### src/rtl/csmab_pkg.sv
// ---------------------------------------------------------------------------
// csmab_pkg: shared types and constants for the CSMA backoff controller
// Event codes, transmit phases, result record and backoff mask helper.
// ---------------------------------------------------------------------------
package csmab_pkg;

  // Largest frame the transmit cache takes
  localparam logic [15:0] TX_CAPACITY        = 16'd256;
  localparam logic [7:0]  SILENCE_RESET      = 8'd200;
  localparam logic [15:0] BUSY_TIMEOUT_RESET = 16'd50;
  localparam int unsigned BACKOFF_BASE_BITS  = 5;
  localparam logic [15:0] BACKOFF_MAX_EXTRA  = 16'd5;

  // Configuration register indexes
  localparam logic REG_SILENCE      = 1'b0;
  localparam logic REG_BUSY_TIMEOUT = 1'b1;

  typedef enum logic [3:0] {
    ACT_TICK      = 4'd0,
    ACT_RECEIVED  = 4'd1,
    ACT_RECEIVING = 4'd2,
    ACT_TX_READY  = 4'd3,
    ACT_LOCK      = 4'd4,
    ACT_UNLOCK    = 4'd5,
    ACT_LOAD      = 4'd6,
    ACT_CLEAR     = 4'd7,
    ACT_DIRECT    = 4'd8
  } action_e;

  typedef enum logic [1:0] {
    PH_IDLE     = 2'd0,
    PH_READY    = 2'd1,
    PH_WAIT_ACK = 2'd2
  } phase_e;

  typedef enum logic [1:0] {
    LD_OK       = 2'd0,
    LD_BUSY     = 2'd1,
    LD_TOO_LONG = 2'd2
  } load_status_e;

  // One result record
  typedef struct packed {
    logic [1:0]  load_status;
    logic        request_transmit;
    logic        send_frame;
    logic [15:0] send_length;
    logic        awaiting_ack;
    logic        bus_is_busy;
    logic [1:0]  tx_status;
  } result_t;

  // Random value masked to min(retries,5)+5 bits, zero mapped to one
  function automatic logic [9:0] draw_backoff(input logic [15:0] retries,
                                              input logic [9:0]  rnd);
    logic [3:0]  extra;
    logic [10:0] mask;
    logic [9:0]  v;
    extra = (retries > BACKOFF_MAX_EXTRA) ? BACKOFF_MAX_EXTRA[3:0] : retries[3:0];
    mask  = (11'd1 << (extra + 4'(BACKOFF_BASE_BITS))) - 11'd1;
    v     = rnd & mask[9:0];
    return (v == 10'd0) ? 10'd1 : v;
  endfunction

endpackage

### src/rtl/csma_backoff_retry_controller_unit.sv
// ---------------------------------------------------------------------------
// csma_backoff_retry_controller_unit: CSMA/CA backoff and retry controller
// Takes one medium-access event per request and returns one result each.
//
// Usage:
//   Input channel (in_valid_i / in_stall_o) carries an event code with the
//   random value, frame length and retry limit. Output channel
//   (out_valid_o / out_stall_i) returns load status, transmit request,
//   send flag and length, ack hint, bus-busy flag and transmit phase.
//   Output: an accepted request's result goes to the result register, or
//   to the skid entry while a result waits. Throughput: one request per
//   cycle while in_stall_o is low; the state update is a single pass of
//   counter logic between the state registers and the result register.
//   Stall: a two-entry output stage (result register plus skid entry) lets
//   one more request in while a result waits; in_stall_o rises only when
//   both entries hold results.
//   APB port: register 0 (addr 0) silence ticks, register 1 (addr 4) busy
//   timeout ticks; write only while the block is idle.
//   Reset: all counters clear, silence countdown and silence register load
//   200, busy timeout loads 50, transmit phase is idle, no result pending.
// ---------------------------------------------------------------------------
module csma_backoff_retry_controller_unit import csmab_pkg::*; (
  input  logic        clk_i,
  input  logic        rst_ni,
  // input channel
  input  logic        in_valid_i,
  output logic        in_stall_o,
  input  logic [3:0]  action_i,
  input  logic [9:0]  random_value_i,
  input  logic [15:0] frame_length_i,
  input  logic [15:0] retry_limit_in_i,
  // output channel
  output logic        out_valid_o,
  input  logic        out_stall_i,
  output logic [1:0]  load_status_o,
  output logic        request_transmit_o,
  output logic        send_frame_o,
  output logic [15:0] send_length_o,
  output logic        awaiting_ack_o,
  output logic        bus_is_busy_o,
  output logic [1:0]  tx_status_o,
  // configuration port
  input  logic        psel,
  input  logic        penable,
  input  logic        pwrite,
  input  logic [2:0]  paddr,
  input  logic [31:0] pwdata,
  output logic [31:0] prdata,
  output logic        pready
);

  logic [7:0]  silence_ticks_q;
  logic [15:0] busy_timeout_q;
  logic        cfg_wr;
  logic        accept;
  logic        take;
  result_t     res;
  result_t     out_q, skid_q;
  logic        out_valid_q, skid_valid_q;

  // Configuration registers
  assign pready = 1'b1;
  assign cfg_wr = psel & penable & pwrite;

  always_ff @(posedge clk_i or negedge rst_ni) begin
    if (!rst_ni) begin
      silence_ticks_q <= SILENCE_RESET;
      busy_timeout_q  <= BUSY_TIMEOUT_RESET;
    end else if (cfg_wr) begin
      if (paddr[2] == REG_SILENCE) silence_ticks_q <= pwdata[7:0];
      else                         busy_timeout_q  <= pwdata[15:0];
    end
  end

  assign prdata = (paddr[2] == REG_BUSY_TIMEOUT) ? {16'd0, busy_timeout_q}
                                                 : {24'd0, silence_ticks_q};

  // Handshake
  assign in_stall_o = skid_valid_q;
  assign accept     = in_valid_i & ~skid_valid_q;
  assign take       = out_valid_q & ~out_stall_i;

  csmab_core u_core (
    .clk_i            (clk_i),
    .rst_ni           (rst_ni),
    .step_i           (accept),
    .action_i         (action_i),
    .random_value_i   (random_value_i),
    .frame_length_i   (frame_length_i),
    .retry_limit_in_i (retry_limit_in_i),
    .silence_ticks_i  (silence_ticks_q),
    .busy_timeout_i   (busy_timeout_q),
    .result_o         (res)
  );

  // Result register with skid entry
  always_ff @(posedge clk_i or negedge rst_ni) begin
    if (!rst_ni) begin
      out_valid_q  <= 1'b0;
      skid_valid_q <= 1'b0;
    end else if (!out_valid_q || take) begin
      out_valid_q  <= skid_valid_q | accept;
      skid_valid_q <= skid_valid_q & accept;
    end else if (accept) begin
      skid_valid_q <= 1'b1;
    end
  end

  always_ff @(posedge clk_i) begin
    if (!out_valid_q || take) begin
      if (skid_valid_q) begin
        out_q  <= skid_q;
        skid_q <= res;
      end else begin
        out_q <= res;
      end
    end else if (accept) begin
      skid_q <= res;
    end
  end

  assign out_valid_o        = out_valid_q;
  assign load_status_o      = out_q.load_status;
  assign request_transmit_o = out_q.request_transmit;
  assign send_frame_o       = out_q.send_frame;
  assign send_length_o      = out_q.send_length;
  assign awaiting_ack_o     = out_q.awaiting_ack;
  assign bus_is_busy_o      = out_q.bus_is_busy;
  assign tx_status_o        = out_q.tx_status;

endmodule

### src/rtl/csmab_core.sv
// ---------------------------------------------------------------------------
// csmab_core: controller state and per-event update
// Holds bus, silence, backoff and retry state; updates it on each accepted
// request and presents that request's result combinationally.
// ---------------------------------------------------------------------------
module csmab_core import csmab_pkg::*; (
  input  logic        clk_i,
  input  logic        rst_ni,
  input  logic        step_i,
  input  logic [3:0]  action_i,
  input  logic [9:0]  random_value_i,
  input  logic [15:0] frame_length_i,
  input  logic [15:0] retry_limit_in_i,
  input  logic [7:0]  silence_ticks_i,
  input  logic [15:0] busy_timeout_i,
  output result_t     result_o
);

  logic        bus_busy_q,  bus_busy_d;
  logic [15:0] busy_cnt_q,  busy_cnt_d;
  logic [7:0]  silence_q,   silence_d;
  logic [9:0]  backoff_q,   backoff_d;
  phase_e      phase_q,     phase_d;
  logic [15:0] retry_q,     retry_d;
  logic [15:0] limit_q,     limit_d;
  logic [15:0] length_q,    length_d;

  // Next state and result for the current request
  always_comb begin
    logic [15:0] busy_dec;
    logic [7:0]  sil_dec;
    logic [9:0]  bo_dec;
    logic        go;
    busy_dec   = busy_cnt_q - 16'd1;
    sil_dec    = silence_q - 8'd1;
    bo_dec     = backoff_q - 10'd1;
    go         = 1'b0;
    bus_busy_d = bus_busy_q;
    busy_cnt_d = busy_cnt_q;
    silence_d  = silence_q;
    backoff_d  = backoff_q;
    phase_d    = phase_q;
    retry_d    = retry_q;
    limit_d    = limit_q;
    length_d   = length_q;
    result_o   = '0;

    case (action_e'(action_i))
      ACT_TICK: begin
        if (bus_busy_q) begin
          busy_cnt_d = busy_dec;
          if (busy_dec == 16'd0) bus_busy_d = 1'b0;
        end else if (phase_q != PH_IDLE) begin
          // silence wait gates the retry/backoff path
          if (silence_q != 8'd0) begin
            silence_d = sil_dec;
            go        = (sil_dec == 8'd0);
          end else begin
            go = 1'b1;
          end
          if (go && phase_q == PH_WAIT_ACK) begin
            if (limit_q == 16'd0 || retry_q >= limit_q) begin
              length_d = '0;
              retry_d  = '0;
              limit_d  = '0;
              phase_d  = PH_IDLE;
              go       = 1'b0;
            end else begin
              retry_d = retry_q + 16'd1;
              phase_d = PH_READY;
            end
          end
          if (go) begin
            if (backoff_q == 10'd0) begin
              backoff_d = draw_backoff(retry_d, random_value_i);
            end else begin
              backoff_d = bo_dec;
              if (bo_dec == 10'd0) begin
                bus_busy_d                = 1'b1;
                busy_cnt_d                = busy_timeout_i;
                result_o.request_transmit = 1'b1;
              end
            end
          end
        end
      end
      ACT_RECEIVED: begin
        bus_busy_d            = 1'b0;
        busy_cnt_d            = '0;
        result_o.awaiting_ack = (phase_q == PH_WAIT_ACK);
      end
      ACT_RECEIVING, ACT_LOCK: begin
        bus_busy_d = 1'b1;
        busy_cnt_d = busy_timeout_i;
      end
      ACT_TX_READY: begin
        silence_d            = silence_ticks_i;
        result_o.send_frame  = 1'b1;
        result_o.send_length = length_q;
        phase_d              = PH_WAIT_ACK;
      end
      ACT_UNLOCK: begin
        bus_busy_d = 1'b0;
        busy_cnt_d = '0;
      end
      ACT_LOAD: begin
        if (phase_q != PH_IDLE) begin
          result_o.load_status = LD_BUSY;
        end else if (frame_length_i > TX_CAPACITY) begin
          result_o.load_status = LD_TOO_LONG;
        end else begin
          length_d = frame_length_i;
          retry_d  = '0;
          limit_d  = retry_limit_in_i;
          phase_d  = PH_READY;
        end
      end
      ACT_CLEAR: begin
        // backoff counter is kept
        length_d = '0;
        retry_d  = '0;
        limit_d  = '0;
        phase_d  = PH_IDLE;
      end
      ACT_DIRECT: begin
        result_o.send_frame  = 1'b1;
        result_o.send_length = frame_length_i;
        silence_d            = silence_ticks_i;
        bus_busy_d           = 1'b0;
        busy_cnt_d           = '0;
      end
      default: begin
      end
    endcase

    result_o.bus_is_busy = bus_busy_d;
    result_o.tx_status   = phase_d;
  end

  // State registers, updated only on an accepted request
  always_ff @(posedge clk_i or negedge rst_ni) begin
    if (!rst_ni) begin
      bus_busy_q <= 1'b0;
      busy_cnt_q <= '0;
      silence_q  <= SILENCE_RESET;
      backoff_q  <= '0;
      phase_q    <= PH_IDLE;
      retry_q    <= '0;
      limit_q    <= '0;
      length_q   <= '0;
    end else if (step_i) begin
      bus_busy_q <= bus_busy_d;
      busy_cnt_q <= busy_cnt_d;
      silence_q  <= silence_d;
      backoff_q  <= backoff_d;
      phase_q    <= phase_d;
      retry_q    <= retry_d;
      limit_q    <= limit_d;
      length_q   <= length_d;
    end
  end

endmodule

### config.mk
export PLATFORM = sky130hd
export DESIGN_NAME = csma_backoff_retry_controller_unit
export DESIGN_NICKNAME = d
export VERILOG_FILES = /design/src/rtl/csmab_pkg.sv /design/src/rtl/csma_backoff_retry_controller_unit.sv /design/src/rtl/csmab_core.sv
export SDC_FILE = /design/constraint.sdc
export NUM_CORES = 1
export LEC_CHECK = 0
export ABC_AREA = 1
export BUFFER_PORTS_ARGS = -buffer_cell sky130_fd_sc_hd__clkbuf_2
export CAP_MARGIN = 25
export CELL_PAD_IN_SITES_DETAIL_PLACEMENT = 1
export CELL_PAD_IN_SITES_GLOBAL_PLACEMENT = 2
export CORE_ASPECT_RATIO = 0.75
export CORE_MARGIN = 5
export CORE_UTILIZATION = 25
export DETAILED_ROUTE_END_ITERATION = 16
export PLACE_DENSITY_LB_ADDON = 0.1
export SLEW_MARGIN = 20
export SYNTH_ARGS = -nofsm -noshare
export SYNTH_HDL_FRONTEND = slang
export SYNTH_SLANG_ARGS = --single-unit
### constraint.sdc
create_clock -name clk_i -period 4.19 [get_ports clk_i]
set_input_delay 0.419 -clock clk_i [delete_from_list [all_inputs] [get_ports clk_i]]
set_output_delay 0.419 -clock clk_i [all_outputs]
set_load 0.02 [all_outputs]
==> impl_metrics.env <==
export IMPL_status="finished, final reports clean"
export IMPL_hold_viol_final=0
export IMPL_synthCells=1134
export IMPL_grt_total_usage=0.146
export IMPL_cts_resized=0
export IMPL_post_route_drc_count=0
export IMPL_grt_pass1_vias=8073
export IMPL_critPathMaxStageDelay_ns=0.40
export IMPL_avgViaCountPerCell=4.45
export IMPL_hold_slack_ns=0.200
export IMPL_hpwl_um=21700
export IMPL_yosysTopAreaCell="dfrtp_1"
export IMPL_clk_latency_ns=0.45
export IMPL_crit_cells=25
export IMPL_drv_cap=0
export IMPL_wire_per_inst_um=16.6
export IMPL_first_iter_violations=340
export IMPL_synth_area_leaders="dfrtp_1 28%, edfxtp_1 16%, nand2_1 11%"
export IMPL_dr_pass1_iters=4
export IMPL_grt_max_degree=58
export IMPL_cts_sinks=159
export IMPL_synth_main_ff_cell="dfrtp_1"
export IMPL_diodes=0
export IMPL_worstReg2RegEnd="u_core.backoff_q[0]"
export IMPL_crit_path_start_kind="flip-flop"
export IMPL_clkTransAtPathRegs_ns=0.07
export IMPL_crit_start="u_core.silence_q[0]"
export IMPL_place_gp_congestion=0.756
export IMPL_io_pins=147
export IMPL_rsz0062_at_grt="no"
export IMPL_htree_levels=4
export IMPL_fillers=4354
export IMPL_num_rows=60
export IMPL_core_mm2=0.0357
export IMPL_fin_crit_sh=0.821
export IMPL_powerDensity_mw_per_mm2=488
export IMPL_cts_buffer_depth=2
export IMPL_ctsHoldBuffers=1
export IMPL_fmax_mhz=291
export IMPL_r2r_start="u_core.silence_q[0]"
export IMPL_worstPathArrival_ns=3.83
export IMPL_ir_worst_vdd_v=0.000168
export IMPL_cts_made_buffers=17
export IMPL_synth_edf_count=48
export IMPL_die_w_um=229
export IMPL_slew_violations=0
export IMPL_io_buffer_count=111
export IMPL_die_y_um=174
export IMPL_worstPathRequired_ns=4.58
export IMPL_slowest_stage="dfrtp_1"
export IMPL_hp_class="input port to flip-flop"
export IMPL_skew_ns=0.00904
export IMPL_crit_family="simple AND/OR/NAND/NOR gates"
export IMPL_setup_tns_ns=0
export IMPL_syn2layout_area_growth_pct=18.2
export IMPL_reg2reg_depth=25
export IMPL_ys_ff_latch=159
export IMPL_yosysUniqueCellTypes=49
export IMPL_crit_end="u_core.backoff_q[0]"
export IMPL_reg2reg_slack_ns=0.75
export IMPL_crit_top_cell="nand2_1"
export IMPL_cts_tree="done"
export IMPL_synth_top_area_frac=0.283
export IMPL_path_max_fanout=7
export IMPL_synth_area_per_cell_um2=7.94
export IMPL_grt_antenna_before_repair=0
export IMPL_root_buffer="clkbuf_16"
export IMPL_fin_crit_ns=3.44
export IMPL_yosysWarningCount=0
export IMPL_start_util=0.252
export IMPL_critPathBufInv=3
export IMPL_num_nets_final=1360
export IMPL_worstSetupEndpointType="flip-flop"
export IMPL_totalWireLength_um=28600
export IMPL_cts_setup_buffers=0
export IMPL_postRouteAntennaNets=0
export IMPL_drive_gt1_frac=0.160
export IMPL_dieArea_mm2=0.0400
export IMPL_syn_cell_area_mm2=0.00901
export IMPL_async_reset_ff_frac=0.698
export IMPL_vias=7685
export IMPL_setup_violations=0
export IMPL_relSlewSlack=0.382
export IMPL_worstMarginPinSlew_ns=0.925
export IMPL_gr_total_overflow=0
export IMPL_grt_pass1_wl_um=46200
export IMPL_critPathKind="flip-flop to flip-flop"
export IMPL_p_leak_nw=4.96
export IMPL_synth_yosys_seq_area_share=0.470
## cell usage after synthesis, types with 3 or more instances
master and instances:
o21ai_0 118, mux2_2 6, nand2_1 274, buf_1 4
nand4_1 21, nand2_2 4, inv_2 3, o22ai_1 27
xnor2_1 3, o21a_1 3, clkbuf_1 26, xor2_1 23
buf_4 18, dfstp_2 9, inv_1 158, nor2_2 6
o21ai_1 5, edfxtp_1 48, o211ai_1 7, buf_6 3
ha_1 24, clkinv_1 3, nor3_1 18, nand3_1 67
dfrtp_1 102, nor2_1 86, nor4_1 9, a21oi_1 22
a31oi_1 10
## state kept, by name, summed over array words and instances, names as in the netlist, 10 cells and up
register           flops
send_length_o         16
u_core.busy_cnt_q     16
u_core.retry_q        16
skid_q                24
busy_timeout_q        16
u_core.limit_q        16
u_core.length_q       16
u_core.backoff_q      10
## per-stage QoR
stage / power, mW / instance area [µm²] / cells / worst slack [ns] / util
detailed placement: 3.74 / 10100 / 1693 / 0.655 / 0.282
global placement: 3.72 / 10100 / 1693 / 0.736 / 0.282
floorplan: 3.19 / 9070 / 1151 / 0.854 / -
CTS: 5.31 / 10600 / 1726 / 0.625 / 0.298
finish: 5.20 / 10600 / 1726 / 0.751 / 0.298
global route: 5.62 / 10600 / 1726 / 0.302 / 0.298
## tightest hold or removal path, stage by stage
cell      delay (ns)
clkbuf_2        0.07
nand3_1         0.06
o21ai_0         0.06
## cells in the final DEF, fill, tap and decap left out, drive strengths merged, types with 24 or more instances in the layout
cell type and count:
clkbuf 128, dfrtp 102, edfxtp 48, ha 24, inv 167, nand2 278
nand3 70, nor2 94, o21ai 124, o22ai 27
## cell families (layout without fill, tap and decap cells)
logic type,after synthesis,in the layout,synth area share
buffers and inverters,217,327,0.101
AO/OA/AOI/OAI,202,202,0.124
XOR/XNOR,26,26,0.0253
AND/OR/NAND/NOR,498,498,0.238
adder cells (fa/ha/maj),24,24,0.0333
other,2,19,0.000834
multiplexers,6,6,0.00750
flip-flops,159,159,0.470
## cell type report
cell class                      count  area, µm²  area share
Clock buffer                       18        429      0.0403
Clock inverter                     14        128      0.0120
Inverter                          164        616      0.0578
Multi-Input combinational cell    775       3950       0.371
Sequential cell                   159       4230       0.397
Tap cell                          465        582      0.0546
Timing Repair Buffer              131        711      0.0667
## per-layer routing
layer | wire length [µm] | GRT usage | up-vias | part of all wire
met5 | 0 | 0 | - | 0
met4 | 257 | 0.0331 | 0 | 0.0090
met3 | 752 | 0.0282 | 16 | 0.026
met2 | 12200 | 0.218 | 80 | 0.43
met1 | 15400 | 0.217 | 3657 | 0.54
li1 | - | - | 3932 | -
## power by group
| group | total (mW) | internal [mW] | leakage (nW) | switching [mW] |
|---|---|---|---|---|
| clock network | 1.52 | 0.779 | 0.264 | 0.743 |
| logic | 1.59 | 0.530 | 2.81 | 1.06 |
| registers | 2.09 | 1.88 | 1.88 | 0.211 |
## worst min-delay path by stage
| stage | from | end | slack (ns) | cells after the start |
|---|---|---|---|---|
| after floorplan | rst_ni | busy_timeout_q[0] | 0.12 | 0 |
| after global routing | pwdata[9] | busy_timeout_q[9] | 0.18 | 2 |
| after global placement | silence_ticks_q[4] | silence_ticks_q[4] | 0.47 | 2 |
| final | retry_limit_in_i[15] | u_core.limit_q[15] | 0.20 | 3 |
| after CTS | pwdata[12] | busy_timeout_q[12] | 0.18 | 2 |
| after detailed placement | rst_ni | u_core.limit_q[7] | 0.48 | 1 |
No activity file was read; power rests on OpenSTA's default activity.
